--- config.mk ---
export PLATFORM = sky130hd
export DESIGN_NAME = terrain_lod_index_generator_top
export DESIGN_NICKNAME = d
export VERILOG_FILES = /design/src/rtl/core/tlig_pkg.sv /design/src/rtl/core/terrain_lod_index_generator_top.sv /design/src/rtl/core/tlig_setup.sv /design/src/rtl/core/tlig_index.sv /design/src/rtl/core/tlig_emit.sv
export SDC_FILE = /design/constraint.sdc
export NUM_CORES = 1
export LEC_CHECK = 0
export BUFFER_PORTS_ARGS = -buffer_cell sky130_fd_sc_hd__buf_2
export CORE_MARGIN = 3
export CORE_UTILIZATION = 64
export DETAILED_ROUTE_END_ITERATION = 10
export PLACE_DENSITY = 0.83
export SETUP_SLACK_MARGIN = 0.05
export SYNTH_ARGS = -nofsm -noshare
export SYNTH_HDL_FRONTEND = slang
export SYNTH_SLANG_ARGS = --single-unit
--- constraint.sdc ---
create_clock -name aclk -period 11.8 [get_ports aclk]
set_input_delay 2.36 -clock aclk [delete_from_list [all_inputs] [get_ports aclk]]
set_output_delay 2.36 -clock aclk [all_outputs]
set_load 0.005 [all_outputs]
--- src/rtl/core/tlig_pkg.sv ---
`default_nettype none

package tlig_pkg;

    localparam int unsigned IDX_W = 15;
    localparam int unsigned CRD_W = 8;
    localparam int unsigned ROW_W = 9;
    localparam int unsigned PRD_W = CRD_W + ROW_W;

    // configuration register indexes
    localparam logic [1:0] REG_PATCH_RES = 2'd0;
    localparam logic [1:0] REG_SRC_STEP  = 2'd1;
    localparam logic [1:0] REG_EDGE_MASK = 2'd2;

    localparam logic [7:0] RST_PATCH_RES = 8'd16;
    localparam logic [7:0] RST_SRC_STEP  = 8'd1;
    localparam logic [3:0] RST_EDGE_MASK = 4'd0;

    // edge mask bits
    localparam int unsigned EDGE_X0   = 0;
    localparam int unsigned EDGE_XMAX = 1;
    localparam int unsigned EDGE_Z0   = 2;
    localparam int unsigned EDGE_ZMAX = 3;

    // corner order: p00, p10, p01, p11
    localparam int unsigned P00 = 0;
    localparam int unsigned P10 = 1;
    localparam int unsigned P01 = 2;
    localparam int unsigned P11 = 3;

    typedef struct packed {
        logic [6:0] cell_x;
        logic [6:0] cell_z;
    } in_t;

    typedef struct packed {
        logic [IDX_W-1:0] index_a;
        logic [IDX_W-1:0] index_b;
        logic [IDX_W-1:0] index_c;
        logic             last_of_cell;
    } out_t;

    typedef struct packed {
        logic [7:0] patch_resolution;
        logic [7:0] source_step;
        logic [3:0] edge_mask;
    } cfg_t;

    // corner sample positions after snapping and stride scaling
    typedef struct packed {
        logic                  ok;
        logic                  parity;
        logic [ROW_W-1:0]      row;
        logic [3:0][CRD_W-1:0] xs;
        logic [3:0][CRD_W-1:0] zs;
    } setup_t;

    typedef struct packed {
        logic                  ok;
        logic                  parity;
        logic [3:0][IDX_W-1:0] idx;
    } corner_idx_t;

endpackage

`default_nettype wire

--- src/rtl/core/terrain_lod_index_generator_top.sv ---
`default_nettype none

// Channel  Ports                          Payload
// input    s_valid, s_ready, s_data       tlig_pkg::in_t  (cell_x, cell_z)
// result   m_valid, m_ready, m_data       tlig_pkg::out_t (index_a..c, last_of_cell)
// config   cfg_valid, cfg_ready, cfg_addr, cfg_data (8 bits; edge mask uses low 4)
//
// A cell request passes input, setup/snap, multiply, add and triangle-select
// registers, then an output register that sends one triangle per cycle while
// m_ready is high. The output register sets the rate: a cell with two triangles
// holds it until both have left; a cell with none is dropped at triangle select.
// Reset (synchronous, active low) empties every stage and loads the register
// defaults. Stalls on m_ready hold every stage; bubbles are squeezed out.

module terrain_lod_index_generator_top #(
    parameter int unsigned MAX_RESOLUTION = 128
) (
    input  wire logic           aclk,
    input  wire logic           aresetn,
    input  wire logic           s_valid,
    output logic                s_ready,
    input  wire tlig_pkg::in_t  s_data,
    output logic                m_valid,
    input  wire logic           m_ready,
    output tlig_pkg::out_t      m_data,
    input  wire logic           cfg_valid,
    output logic                cfg_ready,
    input  wire logic [1:0]     cfg_addr,
    input  wire logic [7:0]     cfg_data
);

    tlig_pkg::cfg_t        cfg_reg;

    logic                  in_valid_reg;
    tlig_pkg::in_t         in_reg;
    logic                  setup_in_ready;

    logic                  setup_valid;
    logic                  index_in_ready;
    tlig_pkg::setup_t      setup_data;

    logic                  index_valid;
    logic                  emit_in_ready;
    tlig_pkg::corner_idx_t index_data;

    assign cfg_ready = 1'b1;
    assign s_ready   = !in_valid_reg || setup_in_ready;

    always_ff @(posedge aclk) begin
        if (!aresetn) begin
            cfg_reg.patch_resolution <= tlig_pkg::RST_PATCH_RES;
            cfg_reg.source_step      <= tlig_pkg::RST_SRC_STEP;
            cfg_reg.edge_mask        <= tlig_pkg::RST_EDGE_MASK;
        end else if (cfg_valid) begin
            unique case (cfg_addr)
                tlig_pkg::REG_PATCH_RES: cfg_reg.patch_resolution <= cfg_data;
                tlig_pkg::REG_SRC_STEP:  cfg_reg.source_step      <= cfg_data;
                tlig_pkg::REG_EDGE_MASK: cfg_reg.edge_mask        <= cfg_data[3:0];
                default: begin
                    // unmapped index: drop the write
                end
            endcase
        end
    end

    always_ff @(posedge aclk) begin
        if (!aresetn) begin
            in_valid_reg <= 1'b0;
        end else if (s_ready) begin
            in_valid_reg <= s_valid;
        end
    end

    always_ff @(posedge aclk) begin
        if (s_ready && s_valid) begin
            in_reg <= s_data;
        end
    end

    tlig_setup #(
        .MAX_RESOLUTION(MAX_RESOLUTION)
    ) u_setup (
        .aclk     (aclk),
        .aresetn  (aresetn),
        .cfg      (cfg_reg),
        .in_valid (in_valid_reg),
        .in_ready (setup_in_ready),
        .in_cell  (in_reg),
        .out_valid(setup_valid),
        .out_ready(index_in_ready),
        .out_data (setup_data)
    );

    tlig_index u_index (
        .aclk     (aclk),
        .aresetn  (aresetn),
        .in_valid (setup_valid),
        .in_ready (index_in_ready),
        .in_data  (setup_data),
        .out_valid(index_valid),
        .out_ready(emit_in_ready),
        .out_data (index_data)
    );

    tlig_emit u_emit (
        .aclk     (aclk),
        .aresetn  (aresetn),
        .in_valid (index_valid),
        .in_ready (emit_in_ready),
        .in_data  (index_data),
        .out_valid(m_valid),
        .out_ready(m_ready),
        .out_data (m_data)
    );

endmodule

`default_nettype wire

--- src/rtl/core/tlig_setup.sv ---
`default_nettype none

module tlig_setup #(
    parameter int unsigned MAX_RESOLUTION = 128
) (
    input  wire logic           aclk,
    input  wire logic           aresetn,
    input  wire tlig_pkg::cfg_t cfg,
    input  wire logic           in_valid,
    output logic                in_ready,
    input  wire tlig_pkg::in_t  in_cell,
    output logic                out_valid,
    input  wire logic           out_ready,
    output tlig_pkg::setup_t    out_data
);

    typedef struct packed {
        logic [tlig_pkg::CRD_W-1:0] lx;
        logic [tlig_pkg::CRD_W-1:0] lz;
    } crd_t;

    function automatic crd_t snap_corner(input logic [7:0] lx_in, input logic [7:0] lz_in,
                                         input logic [7:0] cells, input logic [3:0] mask);
        crd_t c;
        c.lx = lx_in;
        c.lz = lz_in;
        if (mask[tlig_pkg::EDGE_X0] && c.lx == 8'd0 && c.lz[0]) begin
            c.lz = c.lz - 8'd1;
        end
        if (mask[tlig_pkg::EDGE_XMAX] && c.lx == cells && c.lz[0]) begin
            c.lz = c.lz - 8'd1;
        end
        if (mask[tlig_pkg::EDGE_Z0] && c.lz == 8'd0 && c.lx[0]) begin
            c.lx = c.lx - 8'd1;
        end
        if (mask[tlig_pkg::EDGE_ZMAX] && c.lz == cells && c.lx[0]) begin
            c.lx = c.lx - 8'd1;
        end
        return c;
    endfunction

    logic [2:0]       shift;
    logic [7:0]       cells;
    logic             cfg_ok;
    logic             grid_ok;
    logic [7:0]       cx;
    logic [7:0]       cz;
    logic [3:0][7:0]  lx_raw;
    logic [3:0][7:0]  lz_raw;
    crd_t [3:0]       snapped;

    logic             valid_reg;
    tlig_pkg::setup_t data_reg;
    tlig_pkg::setup_t data_next;

    assign in_ready  = !valid_reg || out_ready;
    assign out_valid = valid_reg;
    assign out_data  = data_reg;

    always_comb begin
        shift = 3'd0;
        for (int i = 0; i < 8; i++) begin
            if (cfg.source_step[i]) begin
                shift = 3'(i);
            end
        end
    end

    assign cells = cfg.patch_resolution >> shift;

    assign cfg_ok = (cfg.patch_resolution != 8'd0)
                 && ({1'b0, cfg.patch_resolution} <= 9'(MAX_RESOLUTION))
                 && (cfg.source_step != 8'd0)
                 && ((cfg.source_step & (cfg.source_step - 8'd1)) == 8'd0)
                 && ((cfg.patch_resolution & (cfg.source_step - 8'd1)) == 8'd0)
                 && ((cfg.edge_mask == 4'd0) || (cells >= 8'd2 && !cells[0]));

    assign cx      = {1'b0, in_cell.cell_x};
    assign cz      = {1'b0, in_cell.cell_z};
    assign grid_ok = (cx < cells) && (cz < cells);

    assign lx_raw[tlig_pkg::P00] = cx;
    assign lz_raw[tlig_pkg::P00] = cz;
    assign lx_raw[tlig_pkg::P10] = cx + 8'd1;
    assign lz_raw[tlig_pkg::P10] = cz;
    assign lx_raw[tlig_pkg::P01] = cx;
    assign lz_raw[tlig_pkg::P01] = cz + 8'd1;
    assign lx_raw[tlig_pkg::P11] = cx + 8'd1;
    assign lz_raw[tlig_pkg::P11] = cz + 8'd1;

    always_comb begin
        data_next.ok     = cfg_ok && grid_ok;
        data_next.parity = cx[0] ^ cz[0];
        data_next.row    = {1'b0, cfg.patch_resolution} + 9'd1;
        for (int k = 0; k < 4; k++) begin
            snapped[k]      = snap_corner(lx_raw[k], lz_raw[k], cells, cfg.edge_mask);
            data_next.xs[k] = snapped[k].lx << shift;
            data_next.zs[k] = snapped[k].lz << shift;
        end
    end

    always_ff @(posedge aclk) begin
        if (!aresetn) begin
            valid_reg <= 1'b0;
        end else if (in_ready) begin
            valid_reg <= in_valid;
        end
    end

    always_ff @(posedge aclk) begin
        if (in_ready && in_valid) begin
            data_reg <= data_next;
        end
    end

endmodule

`default_nettype wire

--- src/rtl/core/tlig_index.sv ---
`default_nettype none

module tlig_index (
    input  wire logic                  aclk,
    input  wire logic                  aresetn,
    input  wire logic                  in_valid,
    output logic                       in_ready,
    input  wire tlig_pkg::setup_t      in_data,
    output logic                       out_valid,
    input  wire logic                  out_ready,
    output tlig_pkg::corner_idx_t      out_data
);

    // multiply stage
    logic                                     mul_valid_reg;
    logic                                     mul_ready;
    logic                                     mul_ok_reg;
    logic                                     mul_par_reg;
    logic [3:0][tlig_pkg::PRD_W-1:0]          prod_reg;
    logic [3:0][tlig_pkg::PRD_W-1:0]          prod_next;
    logic [3:0][tlig_pkg::CRD_W-1:0]          xs_reg;

    // add stage
    logic                                     add_valid_reg;
    tlig_pkg::corner_idx_t                    add_reg;
    tlig_pkg::corner_idx_t                    add_next;

    assign mul_ready = !add_valid_reg || out_ready;
    assign in_ready  = !mul_valid_reg || mul_ready;
    assign out_valid = add_valid_reg;
    assign out_data  = add_reg;

    always_comb begin
        for (int k = 0; k < 4; k++) begin
            prod_next[k] = tlig_pkg::PRD_W'(in_data.zs[k]) * tlig_pkg::PRD_W'(in_data.row);
        end
    end

    always_comb begin
        add_next.ok     = mul_ok_reg;
        add_next.parity = mul_par_reg;
        for (int k = 0; k < 4; k++) begin
            add_next.idx[k] = tlig_pkg::IDX_W'(prod_reg[k] + tlig_pkg::PRD_W'(xs_reg[k]));
        end
    end

    always_ff @(posedge aclk) begin
        if (!aresetn) begin
            mul_valid_reg <= 1'b0;
            add_valid_reg <= 1'b0;
        end else begin
            if (in_ready) begin
                mul_valid_reg <= in_valid;
            end
            if (mul_ready) begin
                add_valid_reg <= mul_valid_reg;
            end
        end
    end

    always_ff @(posedge aclk) begin
        if (in_ready && in_valid) begin
            prod_reg    <= prod_next;
            xs_reg      <= in_data.xs;
            mul_ok_reg  <= in_data.ok;
            mul_par_reg <= in_data.parity;
        end
        if (mul_ready && mul_valid_reg) begin
            add_reg <= add_next;
        end
    end

endmodule

`default_nettype wire

--- src/rtl/core/tlig_emit.sv ---
`default_nettype none

module tlig_emit (
    input  wire logic                  aclk,
    input  wire logic                  aresetn,
    input  wire logic                  in_valid,
    output logic                       in_ready,
    input  wire tlig_pkg::corner_idx_t in_data,
    output logic                       out_valid,
    input  wire logic                  out_ready,
    output tlig_pkg::out_t             out_data
);

    typedef struct packed {
        logic [tlig_pkg::IDX_W-1:0] a;
        logic [tlig_pkg::IDX_W-1:0] b;
        logic [tlig_pkg::IDX_W-1:0] c;
    } tri_t;

    function automatic logic tri_live(input tri_t t);
        return (t.a != t.b) && (t.a != t.c) && (t.b != t.c);
    endfunction

    // triangle select stage
    logic        sel_valid_reg;
    logic        sel_ready;
    tri_t        tri0_next;
    tri_t        tri1_next;
    logic        keep0_next;
    logic        keep1_next;
    tri_t        sel_tri0_reg;
    tri_t        sel_tri1_reg;
    logic        sel_keep0_reg;
    logic        sel_keep1_reg;

    // output stage, holds up to two triangles of a cell and shows one at a time
    logic        pend0_reg;
    logic        pend1_reg;
    tri_t        out_tri0_reg;
    tri_t        out_tri1_reg;
    logic        out_free;
    tri_t        shown;

    always_comb begin
        if (!in_data.parity) begin
            tri0_next = '{a: in_data.idx[tlig_pkg::P00], b: in_data.idx[tlig_pkg::P01],
                          c: in_data.idx[tlig_pkg::P11]};
            tri1_next = '{a: in_data.idx[tlig_pkg::P00], b: in_data.idx[tlig_pkg::P11],
                          c: in_data.idx[tlig_pkg::P10]};
        end else begin
            tri0_next = '{a: in_data.idx[tlig_pkg::P01], b: in_data.idx[tlig_pkg::P11],
                          c: in_data.idx[tlig_pkg::P10]};
            tri1_next = '{a: in_data.idx[tlig_pkg::P00], b: in_data.idx[tlig_pkg::P01],
                          c: in_data.idx[tlig_pkg::P10]};
        end
        keep0_next = in_data.ok && tri_live(tri0_next);
        keep1_next = in_data.ok && tri_live(tri1_next);
    end

    // free when empty or when the last pending triangle leaves this cycle
    assign out_free  = !(pend0_reg || pend1_reg) || (out_ready && (pend0_reg ^ pend1_reg));
    assign sel_ready = !sel_valid_reg || out_free;
    assign in_ready  = sel_ready;

    assign out_valid = pend0_reg || pend1_reg;
    assign shown     = pend0_reg ? out_tri0_reg : out_tri1_reg;
    assign out_data  = '{index_a: shown.a, index_b: shown.b, index_c: shown.c,
                         last_of_cell: !(pend0_reg && pend1_reg)};

    always_ff @(posedge aclk) begin
        if (!aresetn) begin
            sel_valid_reg <= 1'b0;
            pend0_reg     <= 1'b0;
            pend1_reg     <= 1'b0;
        end else begin
            // drop cells that produce no triangle here
            if (sel_ready) begin
                sel_valid_reg <= in_valid && (keep0_next || keep1_next);
            end
            if (out_free && sel_valid_reg) begin
                pend0_reg <= sel_keep0_reg;
                pend1_reg <= sel_keep1_reg;
            end else if (out_valid && out_ready) begin
                if (pend0_reg) begin
                    pend0_reg <= 1'b0;
                end else begin
                    pend1_reg <= 1'b0;
                end
            end else if (out_free) begin
                pend0_reg <= 1'b0;
                pend1_reg <= 1'b0;
            end
        end
    end

    always_ff @(posedge aclk) begin
        if (sel_ready && in_valid) begin
            sel_tri0_reg  <= tri0_next;
            sel_tri1_reg  <= tri1_next;
            sel_keep0_reg <= keep0_next;
            sel_keep1_reg <= keep1_next;
        end
        if (out_free && sel_valid_reg) begin
            out_tri0_reg <= sel_tri0_reg;
            out_tri1_reg <= sel_tri1_reg;
        end
    end

endmodule

`default_nettype wire
==> metrics, run 1 <==
status complete, no violations; max cap viols 0; Post-synth EDFFs 427; Critical R2R Launch cfg_reg[11]; total wire length about 80000 µm; Post-Route M1 WL about 31000 µm; global placement routability congestion 0.949; Top FF cell, synth edfxtp_1; Clock Sinks between 400 and 500; core box area around 47000 µm²; GRT Total Usage 0.314; RSZ-0062 raised after global routing false; final worst path period need 7.42 ns; vias in the first global route ~21000; # nets final 3200; HP Start u_setup.out_data[59]; boundary pin count between 70 and 80; CTS Buffer Depth 3; grt total ovfl 0; FILL cells 3246; FMAX around 130 MHz; synthesis-to-layout area growth 8.48%; postcts setup bufs 0; CTS buffer count 46; Yosys warnings 0; DR DRC count 0; DP Wirelength 59200 µm; largest net degree at the start of global routing 84; Setup Viol. Count Final 0; Worst-path clk slew 0.06 ns; WL/cell ~23 µm; drt via density roughly 6; Syn Inst Count around 2800; Die W around 220 µm; multiplexer share of the synthesized area 0.0376; Highest Signal Layer met5; cell area power density around 160 nW/µm²; depth of the most critical reg-to-reg path 21; Worst slew margin 0.321; Final period util 0.629; Setup TNS 0 ns; Final Instance Area about 33000 µm²; first-pass GRT wire length 121000 µm; hold_buf cts 0; Pre-antenna DRT Iters 5; worst hold endpoint u_index.xs_reg[27]; Post-CTS Resized 0; # H-tree levels 2; Synth Cell Area just over 30000 µm²; Worst Setup Start Kind flip-flop; register area share after synthesis 0.438; layout cells sized above 1 0.0890; Slew @ Worst Pin 1.01 ns; CP Class reg -> reg; Max FO, Critical Path 20; Critical Path AT between 7 and 8 ns; FFs w/ async S/R, synth 0; Antenna Nets Post-Route 0; met2 routed wirelength between 30000 and 40000 µm; mean area per synthesized cell between 10 and 15 µm²; Min Hold Slack about 0.41 ns; die height ~220 µm; input/output buffers 76; VDD IR-drop max 0.112 mV; Vias between 20000 and 25000; clk_lat worst skew around 0.58 ns; worst reg2reg path endpoint u_setup.out_data[38]; Worst EP required between 10 and 15 ns; Final Hold Violating Endpoints 0; Post-Synth Adder-Cell Area 0.186; simple-gate share of the synthesized area 0.126; root buf cell clkbuf_16; Post-Synth XOR/XNOR Area 0.0769; compound-cell area share of the yosys netlist 0.0789; Post-Syn Nets between 3000 and 4000; post-layout power around 5.4 mW; synthesis-stage register bit count between 400 and 500; leakage around 13 nW; Reg2Reg Setup Slack between 4 and 5 ns; # rows a little under 80; DP Area about 32000 µm²; DIE AREA ~50000 µm²; Layout Skew slightly below 0.02 ns; antenna violations before repair 6; min-delay worst type reg -> reg; combinational family with the most area after synthesis adder cells; count of pins over their slew limit 0; initial core utilization 0.652; DRT iter0 DRCs ~1700; hold path cells 0; CTS tree yes; max reg flops 75; post-synth cell types slightly above 80; crit end category flip-flop; met3 wire length approximately 5600 µm
==> worst max path at each step <==
stage | from | to | slack, ns
CTS | cfg_reg[10] | u_setup.out_data[38] | 4.46
global route | cfg_reg[11] | u_setup.out_data[38] | 3.91
global placement | cfg_reg[10] | u_setup.out_data[38] | 4.60
detailed placement | cfg_reg[11] | u_setup.out_data[38] | 4.49
floorplan | m_ready | u_index.mul_ok_reg | 1.63
finish | cfg_reg[11] | u_setup.out_data[38] | 4.38
==> worst max-delay path: stages, from the launching register on <==
cell	delay, ns
dfxtp_1	0.52
nor4_2	0.27
buf_4	0.32
nand2_1	0.49
o31ai_1	0.83
inv_1	0.32
ha_1	0.38
nand3_1	0.11
or3_1	0.41
a21oi_1	0.32
a31oi_1	0.13
or4b_1	0.48
or3_1	0.52
o21ai_1	0.17
o31a_1	0.18
ha_1	0.16
nand3_1	0.12
o32ai_4	0.41
xnor2_1	0.17
mux2i_1	0.22
nor2_1	0.06
or4_1	0.53
==> layout make-up <==
class | instances | area, µm² | area share
multi-input combinational | 1869 | 15500 | 0.468
sequential | 454 | 13400 | 0.404
inverter | 336 | 1260 | 0.0381
clock buffer | 54 | 1180 | 0.0357
tap | 607 | 759 | 0.0229
timing repair buffer | 110 | 636 | 0.0192
clock inverter | 30 | 410 | 0.0124
antenna | 1 | 2.50 | 0.0000756
==> cells in the mapped netlist (4+ instances only) <==
master	count	area (µm²)
a211oi_1	13	97.6
a21boi_0	4	30.0
a21o_1	28	210
a21oi_1	142	711
a221oi_1	6	52.6
a31oi_1	14	87.6
and2_1	176	1100
and3_1	14	87.6
buf_1	13	48.8
buf_2	11	55.1
clkbuf_1	86	323
dfxtp_1	27	541
edfxtp_1	427	12800
fa_1	168	3360
ha_1	186	2330
inv_1	332	1250
mux2_2	46	518
mux2i_1	63	631
nand2_1	232	871
nand2b_1	9	56.3
nand3_1	34	170
nand3b_1	4	30.0
nand4_1	20	125
nor2_1	121	454
nor2b_1	48	300
nor3_1	37	185
nor4_1	24	150
o211ai_1	6	45.0
o21a_1	7	52.6
o21ai_0	69	345
o21ai_1	4	20.0
o21bai_1	27	203
o22ai_1	11	68.8
o31ai_1	7	52.6
or3_1	9	56.3
or4_1	7	52.6
xnor2_1	191	1670
xor2_1	77	674
==> kinds of logic (layout without fill, tap and decap cells) <==
| kind of cell | count (synthesis) | after routing |
|---|---|---|
| flops | 454 | 454 |
| mux | 109 | 109 |
| simple gates | 759 | 759 |
| xor+xnor | 268 | 268 |
| other cells | 1 | 2 |
| compound gates | 378 | 378 |
| fa+ha+maj | 354 | 354 |
| buf+inv | 449 | 530 |
==> metrics by stage <==
stage | std cells | utilization | worst slack, ns
3_3_place_gp | 3376 | 0.673 | 4.60
3_5_place_dp | 3376 | 0.673 | 4.49
5_1_grt | 3460 | 0.707 | 3.91
2_1_floorplan | 2772 | - | 1.63
4_1_cts | 3460 | 0.707 | 4.46
6_report | 3461 | 0.707 | 4.38
==> where the power goes <==
group / internal [mW] / switching (mW) / leakage (nW)
clock: 0.919 / 0.616 / 0.768
sequential: 1.96 / 0.0938 / 4.14
combinational: 0.713 / 1.12 / 8.53
==> layer usage <==
metal  track usage  vias up
li1              -     9509
met1         0.402    10086
met2         0.531      884
met3        0.0500      203
met4         0.146        6
met5             0        -
==> layout by cell type (no fill, tap or decap), drive strengths merged, types with 49 or more instances in the layout <==
master	n
edfxtp	427
xor2	77
nor2b	49
fa	168
ha	186
and2	176
a21oi	144
xnor2	191
inv	336
o21ai	75
clkbuf	54
buf	110
nor2	122
nand2	232
mux2i	63
Power figures use the tool's default switching activity.
==> run 2, diff against run 1 <==
Clock period 11.8 ns to 7.6 ns, I/O delays scaled along.
==> run 2 against run 1 <==
  * Clock skew is 0.034 ns higher
  * Register-to-register slack worse by 3.5 ns
  * Clock power is 51% higher
  * Sequential power is 56% higher
  * Final cell count is 0.14% lower
  * Flip-flop and latch count stayed put
  * Non-clock buffer count is 3 lower
  * Total power is 53% higher
  * Global-route usage is 0.27 points lower
  * Wire length is 1.4% lower
  * Critical path type unchanged
==> metrics, run 2 (synthesis gave the netlist of run 1 again) <==
die height 224 µm (unchanged); Slew @ Worst Pin 1.27 ns (+0.257 ns); WL/cell 22.4 µm (-1.3%); FF+latch area 13400 µm² (unchanged); Layout Skew 0.0535 ns (+0.0337 ns); vias in the first global route 21179 (-0.033%); input/output buffers 76 (unchanged); CTS Buffer Depth 3 (unchanged); Setup Viol. Count Final 0 (unchanged); initial core utilization 0.652 (unchanged); Critical Path Start cfg_reg[10]; worst reg2reg path endpoint u_setup.out_data[38]; VDD IR-drop max 0.239 mV (+110%); CP Class reg -> reg; final worst path period need 6.77 ns (-0.650 ns); DIE AREA 50400 µm² (unchanged); n_diodes 0 (-1); Worst slew margin 0.152 (-0.169); antenna violations before repair 2 (-4); # H-tree levels 2 (unchanged); Worst Setup Start Kind flip-flop; most frequent cells in the layout 427 x edfxtp_1, 332 x inv_1, 232 x nand2_1; total wire length 77200 µm (-1.4%); Final period util 0.891 (+0.262); most common cell after layout, fill and taps aside edfxtp_1; min-delay worst type reg -> reg; Pre-antenna DRT Iters 5 (unchanged); max cap viols 0 (unchanged); largest net degree at the start of global routing 79 (-6.0%); HP Start u_setup.out_data[53]; depth of the most critical reg-to-reg path 22 (+4.8%); critical-path cell list or4_1 -> nor3_1 -> o21ai_0 -> o31ai_1 -> inv_1 -> buf_4 -> ha_1 -> nand3_1 -> or3_1 -> a21oi_1 -> a31oi_1 -> or4b_1 -> or3_1 -> o21ai_1 -> o31a_1 -> ha_1 -> nand3_1 -> o32ai_4 -> xnor2_1 -> mux2i_1 -> nor2_1 -> or4_1; count of pins over their slew limit 0 (unchanged); hold_buf cts 0 (unchanged); global placement routability congestion 0.923 (-2.8%); max reg flops 75 (unchanged); Post-CTS Resized 0 (unchanged); Die W 224 µm (unchanged); Critical R2R Launch cfg_reg[10]; grt total ovfl 0 (unchanged); Reg2Reg Setup Slack 0.83 ns (-3.55 ns); synthesis-to-layout area growth 8.28%; buffer and inverter count on the worst path 2 (unchanged); Critical Path AT 7.07 ns (-0.66 ns); RSZ-0062 raised after global routing false; Max FO, Critical Path 12 (-40%); worst hold endpoint u_index.xs_reg[21]; layout cells sized above 1 0.0885 (-0.000577); Worst-path clk slew 0.06 ns (about the same); DR DRC count 0 (unchanged); Final Hold Violating Endpoints 0 (unchanged); Vias 20553 (-0.65%); # rows 79 (unchanged); CTS tree yes; status complete, no violations; FMAX 148 MHz (+9.6%); clk_lat worst skew 0.60 ns (+0.02 ns); root buf cell clkbuf_16; CP max-delay cell or4_1; Setup TNS 0 ns (unchanged); Inst Count DP 3373 (-0.089%); post-route insts no fill 3456 (-0.14%); hold path cells 0 (unchanged); FILL cells 3331 (+2.6%); DP Wirelength 58300 µm (-1.6%); crit end category flip-flop; boundary pin count 78 (unchanged); core box area 46900 µm² (unchanged); first-pass GRT wire length 120000 µm (-0.69%); Multi-input gate area 15500 µm² (unchanged); postcts setup bufs 0 (unchanged); # nets final 3198 (-0.063%); cell area power density 251 nW/µm² (+53%); leakage 13.4 nW (-0.28%); drt via density 5.95 (-0.51%); GRT Total Usage 0.311 (-0.00268); Clock Sinks 454 (unchanged); Antenna Nets Post-Route 0 (unchanged); CP top delay family simple AND/OR/NAND/NOR gates; CTS buffer count 47 (+2.2%); DRT iter0 DRCs 1657 (-4.8%); Worst EP required 7.90 ns (-4.21 ns); CP peak stage delay 0.64 ns (-0.19 ns)
## run 2: cell count changes in the layout (fill, tap and decap cells not counted), sizes merged
| cell | before | now |
|---|---|---|
| clkinvlp | 2 | 4 |
| diode | 1 | 0 |
| bufinv | 9 | 6 |
| inv | 336 | 335 |
| clkbuf | 54 | 56 |
| buf | 110 | 107 |
| clkinv | 19 | 18 |
## run 2: routing by layer
metal / vias to the layer above / share of wire / track usage
met5: - / 0.00060 / 0
met4: 2 / 0.047 / 0.135
met3: 183 / 0.059 / 0.0363
met1: 10093 / 0.39 / 0.399
met2: 779 / 0.50 / 0.540
li1: 9496 / - / -
## run 2: metrics by stage
| step | total power [mW] | hold slack (ns) | instance area (µm²) | setup slack [ns] | utilization |
|---|---|---|---|---|---|
| 6_report | 8.29 | 0.394 | 33100 | 0.828 | 0.706 |
| 5_1_grt | 8.74 | 0.402 | 33100 | 0.298 | 0.706 |
| 4_1_cts | 8.29 | 0.394 | 33100 | 0.895 | 0.706 |
| 3_5_place_dp | 5.95 | 0.405 | 31500 | 0.900 | 0.672 |
| 3_3_place_gp | 5.85 | 0.402 | 31500 | 0.995 | 0.672 |
| 2_1_floorplan | 5.12 | 0.400 | 30500 | 0.748 | - |
## run 2: how the worst max path moves through the flow
stage	to	cells after the start
final	u_setup.out_data[38]	22
after global routing	u_setup.out_data[38]	22
after CTS	u_setup.out_data[38]	21
after detailed placement	u_setup.out_data[38]	21
after global placement	u_setup.out_data[38]	22
after floorplan	u_index.mul_ok_reg	3
## run 2: final cells by class
type,count,share of cell area
clock buffers,56,0.0366
multi-input cells,1869,0.469
inverters,336,0.0382
repair buffers,107,0.0185
clock inverters,27,0.0105
flip-flops and latches,454,0.404
well taps,607,0.0230
## run 2: power by group
part	internal, mW	switching (mW)
Combinational	1.10	1.67
Clock	1.35	0.966
Sequential	3.04	0.161
